<file path="src/hdl/i2cm_pkg.sv">
`timescale 1ns / 1ps

package i2cm_pkg;

  localparam int QUEUE_DEPTH_DEFAULT = 2;
  localparam logic [15:0] PHASE_TICKS_RESET = 16'd10;

  localparam int IN_DATA_W  = 16;
  localparam int IN_USER_W  = 3;
  localparam int OUT_DATA_W = 16;

  localparam logic [3:0] DATA_BITS  = 4'd8;
  localparam logic [3:0] SLOTS_BYTE = 4'd9;
  localparam logic [3:0] SLOTS_COND = 4'd1;

  typedef enum logic [2:0] {
    OP_IDLE  = 3'd0,
    OP_START = 3'd1,
    OP_WRITE = 3'd2,
    OP_READ  = 3'd3,
    OP_STOP  = 3'd4
  } op_t;

  // One classified tick, as it travels from the front to the back.
  typedef struct packed {
    logic       is_cmd;
    op_t        op;
    logic [7:0] tx_byte;
    logic       master_nack;
    logic       sda_in;
  } item_t;

  typedef struct packed {
    logic       rejected;
    logic       ack_seen;
    logic [7:0] rx_byte;
    logic       done_res;
    logic       busy_res;
    logic       sda_release;
    logic       scl_level;
  } result_t;

endpackage

</file>
<file path="src/hdl/i2cm_front.sv">
`timescale 1ns / 1ps

module i2cm_front (
  input  logic                           in_tvalid,
  output logic                           in_tready,
  input  logic [i2cm_pkg::IN_DATA_W-1:0] in_tdata,
  input  logic [i2cm_pkg::IN_USER_W-1:0] in_tuser,
  output logic                           push,
  output i2cm_pkg::item_t                push_item,
  input  logic                           queue_ready
);
  import i2cm_pkg::*;

  logic is_cmd;

  // Kinds outside start..stop carry no command and behave as plain ticks.
  assign is_cmd = (in_tuser >= 3'(OP_START)) && (in_tuser <= 3'(OP_STOP));

  assign in_tready = queue_ready;
  assign push      = in_tvalid && queue_ready;

  always_comb begin
    push_item.is_cmd      = is_cmd;
    push_item.op          = is_cmd ? op_t'(in_tuser) : OP_IDLE;
    push_item.tx_byte     = in_tdata[7:0];
    push_item.master_nack = in_tdata[8];
    push_item.sda_in      = in_tdata[9];
  end

endmodule

</file>
<file path="src/hdl/i2cm_queue.sv">
`timescale 1ns / 1ps

module i2cm_queue #(
  parameter int DEPTH = i2cm_pkg::QUEUE_DEPTH_DEFAULT
) (
  input  logic            clk,
  input  logic            rst_n,
  input  logic            push,
  input  i2cm_pkg::item_t push_item,
  output logic            ready,
  input  logic            pop,
  output logic            valid,
  output i2cm_pkg::item_t pop_item
);
  import i2cm_pkg::*;

  localparam int PTR_W = (DEPTH > 1) ? $clog2(DEPTH) : 1;
  localparam int CNT_W = $clog2(DEPTH + 1);

  item_t            slot_r [DEPTH];
  logic [PTR_W-1:0] wr_ptr_r, wr_ptr_nxt;
  logic [PTR_W-1:0] rd_ptr_r, rd_ptr_nxt;
  logic [CNT_W-1:0] count_r, count_nxt;
  logic             do_push, do_pop;

  assign ready    = count_r != CNT_W'(DEPTH);
  assign valid    = count_r != '0;
  assign pop_item = slot_r[rd_ptr_r];
  assign do_push  = push && ready;
  assign do_pop   = pop && valid;

  always_comb begin
    wr_ptr_nxt = wr_ptr_r;
    rd_ptr_nxt = rd_ptr_r;
    count_nxt  = count_r;
    if (do_push) begin
      wr_ptr_nxt = (wr_ptr_r == PTR_W'(DEPTH - 1)) ? '0 : wr_ptr_r + 1'b1;
    end
    if (do_pop) begin
      rd_ptr_nxt = (rd_ptr_r == PTR_W'(DEPTH - 1)) ? '0 : rd_ptr_r + 1'b1;
    end
    if (do_push && !do_pop) begin
      count_nxt = count_r + 1'b1;
    end else if (do_pop && !do_push) begin
      count_nxt = count_r - 1'b1;
    end
  end

  always_ff @(posedge clk) begin
    if (!rst_n) begin
      wr_ptr_r <= '0;
      rd_ptr_r <= '0;
      count_r  <= '0;
    end else begin
      wr_ptr_r <= wr_ptr_nxt;
      rd_ptr_r <= rd_ptr_nxt;
      count_r  <= count_nxt;
    end
  end

  always_ff @(posedge clk) begin
    if (do_push) begin
      slot_r[wr_ptr_r] <= push_item;
    end
  end

endmodule

</file>
<file path="src/hdl/i2cm_back.sv">
`timescale 1ns / 1ps

module i2cm_back (
  input  logic                            clk,
  input  logic                            rst_n,
  input  logic                            cfg_we,
  input  logic [15:0]                     cfg_wdata,
  input  logic                            q_valid,
  input  i2cm_pkg::item_t                 q_item,
  output logic                            q_pop,
  output logic                            out_tvalid,
  input  logic                            out_tready,
  output logic [i2cm_pkg::OUT_DATA_W-1:0] out_tdata
);
  import i2cm_pkg::*;

  logic [15:0] phase_ticks_r;
  op_t         op_r, op_nxt, op_e;
  logic [1:0]  phase_r, phase_nxt, phase_e;
  logic [15:0] tick_r, tick_nxt, tick_e;
  logic [3:0]  bit_r, bit_nxt, bit_e, bit_inc, slots;
  logic [7:0]  shift_r, shift_nxt, shift_e;
  logic [7:0]  read_r, read_nxt;
  logic        ack_r, ack_nxt;
  logic        nack_r, nack_nxt, nack_e;
  logic        scl_r, scl_nxt;
  logic        sda_r, sda_nxt;
  logic        fire, rejected, done, last_tick;
  logic [15:0] plen;
  logic        out_valid_r, out_valid_nxt;
  result_t     res;
  logic [OUT_DATA_W-1:0] out_data_r;

  // One queued tick is executed whenever the output register is free or drains.
  assign fire  = q_valid && (!out_valid_r || out_tready);
  assign q_pop = fire;
  assign plen  = (phase_ticks_r == 16'd0) ? 16'd1 : phase_ticks_r;

  // A command is taken on an idle tick, and that tick is already its first phase tick.
  always_comb begin
    op_e     = op_r;
    phase_e  = phase_r;
    tick_e   = tick_r;
    bit_e    = bit_r;
    shift_e  = shift_r;
    nack_e   = nack_r;
    rejected = 1'b0;
    if (op_r != OP_IDLE) begin
      rejected = q_item.is_cmd;
    end else if (q_item.is_cmd) begin
      op_e    = q_item.op;
      phase_e = 2'd0;
      tick_e  = 16'd0;
      bit_e   = 4'd0;
      if (q_item.op == OP_WRITE) begin
        shift_e = q_item.tx_byte;
      end else if (q_item.op == OP_READ) begin
        shift_e = 8'd0;
        nack_e  = q_item.master_nack;
      end
    end
  end

  // Next state: phase timing, bit slots and sampling.
  always_comb begin
    op_nxt    = op_e;
    phase_nxt = phase_e;
    tick_nxt  = tick_e;
    bit_nxt   = bit_e;
    shift_nxt = shift_e;
    nack_nxt  = nack_e;
    read_nxt  = read_r;
    ack_nxt   = ack_r;
    done      = 1'b0;
    last_tick = ({1'b0, tick_e} + 17'd1) >= {1'b0, plen};
    slots     = (op_e == OP_WRITE || op_e == OP_READ) ? SLOTS_BYTE : SLOTS_COND;
    bit_inc   = bit_e + 4'd1;
    if (op_e != OP_IDLE) begin
      if (phase_e == 2'd1 && last_tick) begin
        if (op_e == OP_WRITE && bit_e == DATA_BITS) begin
          ack_nxt = ~q_item.sda_in;
        end else if (op_e == OP_READ && bit_e < DATA_BITS) begin
          shift_nxt = {shift_e[6:0], q_item.sda_in};
        end
      end
      if (last_tick) begin
        tick_nxt = 16'd0;
        if (phase_e >= 2'd2) begin
          phase_nxt = 2'd0;
          if (bit_inc >= slots) begin
            if (op_e == OP_READ) begin
              read_nxt = shift_e;
            end
            op_nxt  = OP_IDLE;
            bit_nxt = 4'd0;
            done    = 1'b1;
          end else begin
            bit_nxt = bit_inc;
          end
        end else begin
          phase_nxt = phase_e + 2'd1;
        end
      end else begin
        tick_nxt = tick_e + 16'd1;
      end
    end
  end

  // Line drive and the result of this tick. Idle ticks hold the last levels.
  always_comb begin
    scl_nxt = scl_r;
    sda_nxt = sda_r;
    if (op_e != OP_IDLE) begin
      case (op_e)
        OP_START: begin
          scl_nxt = phase_e < 2'd2;
          sda_nxt = phase_e == 2'd0;
        end
        OP_STOP: begin
          scl_nxt = phase_e > 2'd0;
          sda_nxt = phase_e == 2'd2;
        end
        default: begin
          scl_nxt = phase_e == 2'd1;
          if (bit_e < DATA_BITS) begin
            sda_nxt = (op_e == OP_WRITE) ? shift_e[3'd7 - bit_e[2:0]] : 1'b1;
          end else begin
            sda_nxt = (op_e == OP_READ) ? nack_e : 1'b1;
          end
        end
      endcase
    end
    res.scl_level   = scl_nxt;
    res.sda_release = sda_nxt;
    res.busy_res    = op_nxt != OP_IDLE;
    res.done_res    = done;
    res.rx_byte     = read_nxt;
    res.ack_seen    = ack_nxt;
    res.rejected    = rejected;
    out_valid_nxt   = fire || (out_valid_r && !out_tready);
  end

  always_ff @(posedge clk) begin
    if (!rst_n) begin
      phase_ticks_r <= PHASE_TICKS_RESET;
    end else if (cfg_we) begin
      phase_ticks_r <= cfg_wdata;
    end
  end

  always_ff @(posedge clk) begin
    if (!rst_n) begin
      op_r        <= OP_IDLE;
      phase_r     <= 2'd0;
      tick_r      <= 16'd0;
      bit_r       <= 4'd0;
      shift_r     <= 8'd0;
      read_r      <= 8'd0;
      ack_r       <= 1'b0;
      nack_r      <= 1'b0;
      scl_r       <= 1'b1;
      sda_r       <= 1'b1;
      out_valid_r <= 1'b0;
    end else begin
      out_valid_r <= out_valid_nxt;
      if (fire) begin
        op_r    <= op_nxt;
        phase_r <= phase_nxt;
        tick_r  <= tick_nxt;
        bit_r   <= bit_nxt;
        shift_r <= shift_nxt;
        read_r  <= read_nxt;
        ack_r   <= ack_nxt;
        nack_r  <= nack_nxt;
        scl_r   <= scl_nxt;
        sda_r   <= sda_nxt;
      end
    end
  end

  always_ff @(posedge clk) begin
    if (fire) begin
      out_data_r <= OUT_DATA_W'({2'b00, res});
    end
  end

  assign out_tvalid = out_valid_r;
  assign out_tdata  = out_data_r;

endmodule

</file>
<file path="src/hdl/i2c_master_byte_engine_unit.sv">
`timescale 1ns / 1ps

// Byte-level I2C master timing engine. Every transfer on the in_ channel is
// one clock tick of bus time: it carries the sampled SDA level and an
// optional command (start, write byte, read byte, stop) in in_tuser. Every
// input transfer yields exactly one output transfer with the SCL and SDA
// drive for that tick, busy, done, the last received byte, the last ACK
// seen and a flag for a command that came in while busy.
// cfg_we/cfg_wdata set the ticks per SCL phase (0 acts as 1); write it only
// while no command is running.
// A tick is written into a small queue when it is accepted; the back end
// pops it and registers its result in the output register. One tick per
// cycle is sustained while out_tready is high.
// When out_tready is low the output register holds its result and the
// queue absorbs up to QUEUE_DEPTH further ticks before in_tready drops.
// After reset the bus is released (SCL and SDA high), the engine is idle
// and the phase length is 10 ticks.
module i2c_master_byte_engine_unit #(
  parameter int QUEUE_DEPTH = i2cm_pkg::QUEUE_DEPTH_DEFAULT
) (
  input  logic                            clk,
  input  logic                            rst_n,
  // in_tdata: tx_byte[7:0], master_nack[8], sda_in[9], zero [15:10]
  input  logic [i2cm_pkg::IN_DATA_W-1:0]  in_tdata,
  // in_tuser: kind[2:0]
  input  logic [i2cm_pkg::IN_USER_W-1:0]  in_tuser,
  input  logic                            in_tvalid,
  output logic                            in_tready,
  // out_tdata: scl_level[0], sda_release[1], busy_res[2], done_res[3],
  // rx_byte[11:4], ack_seen[12], rejected[13], zero [15:14]
  output logic [i2cm_pkg::OUT_DATA_W-1:0] out_tdata,
  output logic                            out_tvalid,
  input  logic                            out_tready,
  input  logic                            cfg_we,
  input  logic [15:0]                     cfg_wdata
);
  import i2cm_pkg::*;

  logic  push, queue_ready, q_valid, q_pop;
  item_t push_item, q_item;

  i2cm_front u_front (
    .in_tvalid   (in_tvalid),
    .in_tready   (in_tready),
    .in_tdata    (in_tdata),
    .in_tuser    (in_tuser),
    .push        (push),
    .push_item   (push_item),
    .queue_ready (queue_ready)
  );

  i2cm_queue #(
    .DEPTH (QUEUE_DEPTH)
  ) u_queue (
    .clk       (clk),
    .rst_n     (rst_n),
    .push      (push),
    .push_item (push_item),
    .ready     (queue_ready),
    .pop       (q_pop),
    .valid     (q_valid),
    .pop_item  (q_item)
  );

  i2cm_back u_back (
    .clk        (clk),
    .rst_n      (rst_n),
    .cfg_we     (cfg_we),
    .cfg_wdata  (cfg_wdata),
    .q_valid    (q_valid),
    .q_item     (q_item),
    .q_pop      (q_pop),
    .out_tvalid (out_tvalid),
    .out_tready (out_tready),
    .out_tdata  (out_tdata)
  );

endmodule
</file>
<file path="config.mk">
export PLATFORM = sky130hd
export DESIGN_NAME = i2c_master_byte_engine_unit
export DESIGN_NICKNAME = d
export VERILOG_FILES = /design/src/hdl/i2cm_pkg.sv /design/src/hdl/i2cm_front.sv /design/src/hdl/i2cm_queue.sv /design/src/hdl/i2cm_back.sv /design/src/hdl/i2c_master_byte_engine_unit.sv
export SDC_FILE = /design/constraint.sdc
export NUM_CORES = 1
export LEC_CHECK = 0
export BUFFER_PORTS_ARGS = -buffer_cell sky130_fd_sc_hd__buf_2
export CAP_MARGIN = 20
export CORE_ASPECT_RATIO = 0.7
export CORE_MARGIN = 10
export CORE_UTILIZATION = 45
export CTS_CLUSTER_SIZE = 28
export DETAILED_ROUTE_END_ITERATION = 7
export GPL_TIMING_DRIVEN = 1
export SLEW_MARGIN = 20
export SYNTH_ARGS = -nofsm -noshare
export SYNTH_HDL_FRONTEND = slang
export SYNTH_HIERARCHICAL = 1
export SYNTH_SLANG_ARGS = --single-unit
</file>
<file path="constraint.sdc">
create_clock -name clk -period 9.05 [get_ports clk]
set_input_delay 0.905 -clock clk [delete_from_list [all_inputs] [get_ports clk]]
set_output_delay 0.905 -clock clk [all_outputs]
set_load 0.01 [all_outputs]
</file>
==> results of run 1 <==
-- final timing paths --
kind,slack [ns],to,cells after the start
max,3.52,u_back/out_tdata[6],17
max reg2reg,3.52,u_back/out_tdata[6],17
min reg2reg,0.46,u_back/ack_r,2
min,0.46,u_back/ack_r,2
-- metal layers --
metal / up-vias / track usage, % / part of all wire [%]
li1: 2208 / - / -
met1: 2144 / 21.7 / 51
met2: 130 / 20.6 / 42
met3: 14 / 4.59 / 6.7
met4: 0 / 3.48 / 1.0
met5: - / 0 / 0
-- cells in the final DEF, fill, tap and decap left out, types with 3 or more instances in the layout --
cell       synthesis  final
nand3b_1           3      3
nand2b_1           8      8
xor2_1             9      9
ha_1              21     21
o31ai_1            7      7
nand3_1           32     32
o21ai_0           16     15
or2_2              3      3
o21a_1             5      5
and2_1             8      8
a21oi_1           31     31
buf_4             14      4
mux2_2            27     27
nor4_1             5      5
mux2i_1           18     18
nor2_1            54     53
a31oi_1            5      5
a32oi_1           11     11
nor2b_1           10     10
nor3_1             7      7
buf_2              4     49
nand4_1           13     13
inv_1             32     32
o21ai_1            4      4
or3_1              8      8
o311ai_0           5      5
dfxtp_1           67     67
o211ai_1           6      6
xnor2_1            8      8
nand2_1           46     46
edfxtp_1          42     42
clkbuf_16          0      9
and3_1             6      6
inv_8              0      3
-- state kept, by name, summed over array words and instances, names as in the netlist, 2 cells and up, named ones only --
name                  flops
u_back/shift_r            8
u_queue/slot_r           28
u_back/out_tdata         14
u_back/op_r               3
u_back/tick_r            16
u_queue/count_r           2
u_back/phase_ticks_r     16
u_back/phase_r            2
u_back/read_r             8
u_back/bit_r              4
-- per-stage QoR --
step | hold WS [ns] | util (%) | total power, mW | setup slack (ns)
floorplan | 0.435 | - | 1.06 | 4.43
global placement | 0.444 | 48.1 | 1.21 | 3.64
detailed placement | 0.458 | 48.2 | 1.22 | 3.55
CTS | 0.469 | 50.6 | 1.63 | 3.49
global route | 0.491 | 50.7 | 1.72 | 3.02
finish | 0.464 | 50.7 | 1.63 | 3.52
-- power groups by stage --
stage	sequential [mW]	combinational (mW)	clock, mW
after global placement	0.664	0.548	0
after global routing	0.668	0.625	0.430
after detailed placement	0.668	0.555	0
final	0.657	0.568	0.404
after CTS	0.657	0.559	0.414
after floorplan	0.660	0.399	0
-- area by class of cell --
cell class / count / area, um^2 / share of cell area [%]
well taps: 162 / 203 / 3.20
flip-flops and latches: 109 / 2600 / 41.1
repair buffers: 53 / 275 / 4.34
multi-input cells: 417 / 2830 / 44.6
clock inverters: 7 / 83.8 / 1.32
clock buffers: 9 / 225 / 3.55
inverters: 32 / 120 / 1.90
-- cells in the mapped netlist (9+ instances only) --
cell / n
edfxtp_1: 42
mux2_2: 27
a32oi_1: 11
nand3_1: 32
dfxtp_1: 67
mux2i_1: 18
nand2_1: 46
clkbuf_1: 22
xor2_1: 9
a21oi_1: 31
buf_4: 14
nor2_1: 54
o21ai_0: 16
ha_1: 21
inv_1: 32
nor2b_1: 10
nand4_1: 13
-- logic make-up after synthesis --
logic type      count (synthesis)  share of synthesized area (%)
compound gates                116                           13.7
flops                         109                           45.1
simple gates                  215                           19.0
buf+inv                        78                           6.22
xor+xnor                       17                           2.58
fa+ha+maj                      21                           4.55
other cells                     1                         0.0650
mux                            46                           8.78
-- worst min-delay path, delay by kind of cell (launching register included) --
family	cells	cell delay, ns
multiplexers	1	0.06
AND/OR/NAND/NOR	1	0.05
flip-flops	1	0.31
==> flow_metrics.tcl, run 1 <==
set metrics [dict create \
    status "finished, final reports clean" \
    die_height_um 115 \
    critPathLaunchType "flip-flop" \
    pwr-share-comb_pct 34.9 \
    critPathBufInv 0 \
    switchingPower_mw 0.634 \
    syn_inst 603 \
    final_hold_viol_count 0 \
    worstSetupPathType "reg -> reg" \
    nFillCells 1165 \
    cts_tree "yes" \
    finalNetCount 683 \
    hold_buffers 0 \
    cap_violations 0 \
    worst_pin_slew_ns 1.06 \
    grt_usage_pct 14.8 \
    synth_area_leader_cell "dfxtp_1" \
    placed_cells 773 \
    die-width_um 155 \
    hpwlAfterDp_um 9290 \
    synth_enable_flop_cells 42 \
    grt_max_degree 43 \
    cts_setup_buffers 0 \
    cts-root-buf "clkbuf_16" \
    async_flop_share_pct 0 \
    syn_to_final_growth_pct 9.77 \
    synth-main-ff-cell "dfxtp_1" \
    ios 58 \
    grt_pass1_wl_um 21800 \
    io_buffers 49 \
    clockPowerShare_pct 24.8 \
    leakagePower_nw 2.39 \
    cp_slowest_cell "dfxtp_1" \
    drt_wl_total_um 13300 \
    ir_worst_vdd_v 0.000165 \
    overflow 0 \
    cell_internal_pwr_mw 0.994 \
    worst_ep_arrival_time_ns 5.64 \
    coreArea_um2 12500 \
    slew-limit-headroom_pct 29.2 \
    antenna_found_initial 0 \
    wire_per_inst_um 16.8 \
    cts_buffers 9 \
    finalSetupViolations 0 \
    n_antenna_cell 0 \
    vias 4496 \
    finalWeightedCongestion 0.830 \
    clk_pin_slew_ns 0.08 \
    cts_resized 0 \
    crit_required_ns 9.16 \
    cts.htree.levels 3 \
    ys_ff_latch 109 \
    cts_sinks 109 \
    path_cells "mux2_2, nor4b_4, nor2b_1, ha_1, nand2_1, nor4_2, nand2_1, xor2_1, nor2_1, ha_1, nand3_1, nor3_1, nand4_1, a21oi_1, o21ai_1, nor3_2, mux2_2" \
    die_area_um2 17800 \
    crit_family "simple AND/OR/NAND/NOR gates" \
    initialDrtViolationCount 433 \
    layout-drive-gt1-share_pct 18.3 \
    via_per_inst 5.70 \
    rows 34 \
    yosys-top-cells-area "dfxtp_1 (23%), edfxtp_1 (22%), mux2_2 (5.3%)" \
    finish.instance_area_um2 6340 \
    syn_area_um2 5770 \
    initial_utilization_pct 46.2 \
    drtAntennaViolNets 0 \
    critPathMaxStageDelay_ns 0.72 \
    fin_crit_sh_pct 61.1 \
    place_area_um2 6020 \
    hold_start "u_back/ack_r" \
    avgSynthCellArea_um2 9.57 \
    grt_pass1_vias 4341 \
    min_period_ns 5.53 \
    cp-end-kind "flip-flop" \
    cp_max_fo 14 \
    clock-skew-final_ns 0.00924 \
    synth_cell_types 72 \
    swShare_pct 38.9 \
    drcViolationCount 0 \
    tns_ns 0 \
    ys.warnings.count 6 \
    insertion_delay_ns 0.35 \
    fmax_mhz 181 \
    rsz0062_at_grt "false" \
    worstHoldPathType "reg -> reg" \
    p_per_area_nw_per_um2 257 \
    seqPwrFrac_pct 40.3 \
    finalMaxSlewViolations 0 \
    clockBufferDepth 2 \
    yosysSeqAreaShare_pct 45.1 \
    synth_top_cell_area_share_pct 23.2 \
    drtPass1Iterations 5 \
    fin_cells 789 \
]
Power figures use the tool's default switching activity.
==> run 2: changes to the inputs <==
Clock period 9.05 ns to 5.2 ns, I/O delays scaled along.
==> run 2 against run 1 <==
  * Die area unchanged
  * Highest routed layer unchanged
  * Via count down 0.82%
  * Hold slack worse by 0.11 ns
  * Core utilization up 0.19 points
  * Cell count up 0.89%
==> flow_metrics.tcl, run 2 (synthesis gave the netlist of run 1 again) <==
set metrics [dict create \
    status "finished, final reports clean" \
    hold_buffers 0 \
    initial_utilization_pct 46.2 \
    drt_wl_total_um 13000 \
    cts-root-buf "clkbuf_16" \
    crit_required_ns 5.45 \
    leakagePower_nw 2.41 \
    die-width_um 155 \
    insertion_delay_ns 0.35 \
    clockBufferDepth 2 \
    initialDrtViolationCount 427 \
    drtAntennaViolNets 0 \
    final_cell_mix "dfxtp_1 (67), nor2_1 (54), buf_2 (49)" \
    rows 34 \
    finalMaxSlewViolations 0 \
    finalSetupViolations 0 \
    antenna_found_initial 0 \
    p_per_area_nw_per_um2 444 \
    fmax_mhz 218 \
    final_common_cell "dfxtp_1" \
    cts_setup_buffers 0 \
    finalWeightedCongestion 0.838 \
    grt_max_degree 43 \
    grt_usage_pct 14.5 \
    largest_register_ffs 28 \
    final_hold_viol_count 0 \
    wire_per_inst_um 16.3 \
    tns_ns 0 \
    grt_pass1_vias 4172 \
    worst_ep_arrival_time_ns 4.83 \
    worstHoldPathType "in -> reg" \
    clock-skew-final_ns 0.00746 \
    cts_buffers 9 \
    drtPass1Iterations 6 \
    die_area_um2 17800 \
    min_period_ns 4.58 \
    grt_pass1_wl_um 21100 \
    worst_pin_slew_ns 0.897 \
    top_register "u_queue/slot_r" \
    rsz0062_at_grt "false" \
    layout-drive-gt1-share_pct 18.8 \
    cts_sinks 109 \
    cp-end-kind "flip-flop" \
    cts_tree "yes" \
    power.total_mw 2.82 \
    syn_to_final_growth_pct 10.2 \
    die_height_um 115 \
    cts_resized 0 \
    critPathLaunchType "flip-flop" \
    ios 58 \
    vias 4459 \
    worstSetupPathType "reg -> reg" \
    cap_violations 0 \
    top_regs "u_queue/slot_r: 28 flops, u_back/phase_ticks_r: 16 flops, u_back/tick_r: 16 flops" \
    drcViolationCount 0 \
    overflow 0 \
    slew-limit-headroom_pct 38.6 \
    coreArea_um2 12500 \
    io_buffers 49 \
    finalNetCount 690 \
    cp_max_fo 13 \
    cts.htree.levels 3 \
    via_per_inst 5.60 \
    clk_pin_slew_ns 0.08 \
    n_antenna_cell 0 \
    hpwlAfterDp_um 9180 \
    fin_crit_sh_pct 88.2 \
    ir_worst_vdd_v 0.000336 \
]
[run 2: changes by cell type in the layout (fill, tap and decap cells not counted), moves of 2 or more]
cell      change
inv_6         -2
clkinv_4      +3
clkinv_8      -2
buf_4         +7
[run 2: worst max-delay path, stage by stage, from the launching register on]
cell	delay, ns
dfxtp_1	0.34
mux2_2	0.41
nor4b_4	0.17
nor2b_1	0.19
ha_1	0.30
nand2_1	0.10
nor4_2	0.26
nand2_1	0.11
xor2_1	0.15
nor2_1	0.07
ha_1	0.30
nand3_1	0.10
nor3_1	0.34
nand4_1	0.14
a21oi_1	0.40
nor2_1	0.33
buf_4	0.29
or3_1	0.40
o311ai_0	0.10
[run 2: per-layer routing]
| layer | track usage (%) | routed length [um] | part of all wire, % |
|---|---|---|---|
| met4 | 3.61 | 119 | 0.91 |
| met2 | 19.8 | 5270 | 40 |
| met5 | 0 | 0 | 0 |
| met1 | 21.6 | 6710 | 52 |
| met3 | 4.18 | 913 | 7.0 |
[run 2: power breakdown]
group | switching, mW | total [mW] | internal [mW]
Combinational | 0.665 | 1.02 | 0.354
Sequential | 0.0729 | 1.13 | 1.05
Clock | 0.341 | 0.679 | 0.338
Total | 1.08 | 2.82 | 1.75
[run 2: path summary, 6_finish.rpt]
kind	start	to	slack [ns]	cells past startpoint
hold reg to reg	u_back/ack_r	u_back/ack_r	0.46	2
setup reg to reg	flip-flop	u_back/shift_r[4]	0.62	18
setup / recovery	flip-flop	u_back/shift_r[4]	0.62	18
hold / removal	in_tdata[8]	u_queue/slot_r[0][1]	0.35	1
[run 2: cell type report]
cell class	count	area, um^2
clock buffers	9	225
clock inverters	7	67.6
fillers	1159	6150
inverters	32	120
multi-input cells	417	2820
flip-flops and latches	109	2600
well taps	162	203
repair buffers	60	328
[run 2: through the flow]
stage / area, um^2 / worst slack [ns] / util, % / cells / hold WS [ns]
floorplan: 5780 / 0.580 / - / 604 / 0.435
global placement: 6070 / 0.733 / 48.5 / 780 / 0.444
detailed placement: 6070 / 0.692 / 48.5 / 780 / 0.457
CTS: 6360 / 0.634 / 50.9 / 796 / 0.340
global route: 6360 / 0.196 / 50.9 / 796 / 0.338
finish: 6360 / 0.616 / 50.9 / 796 / 0.354
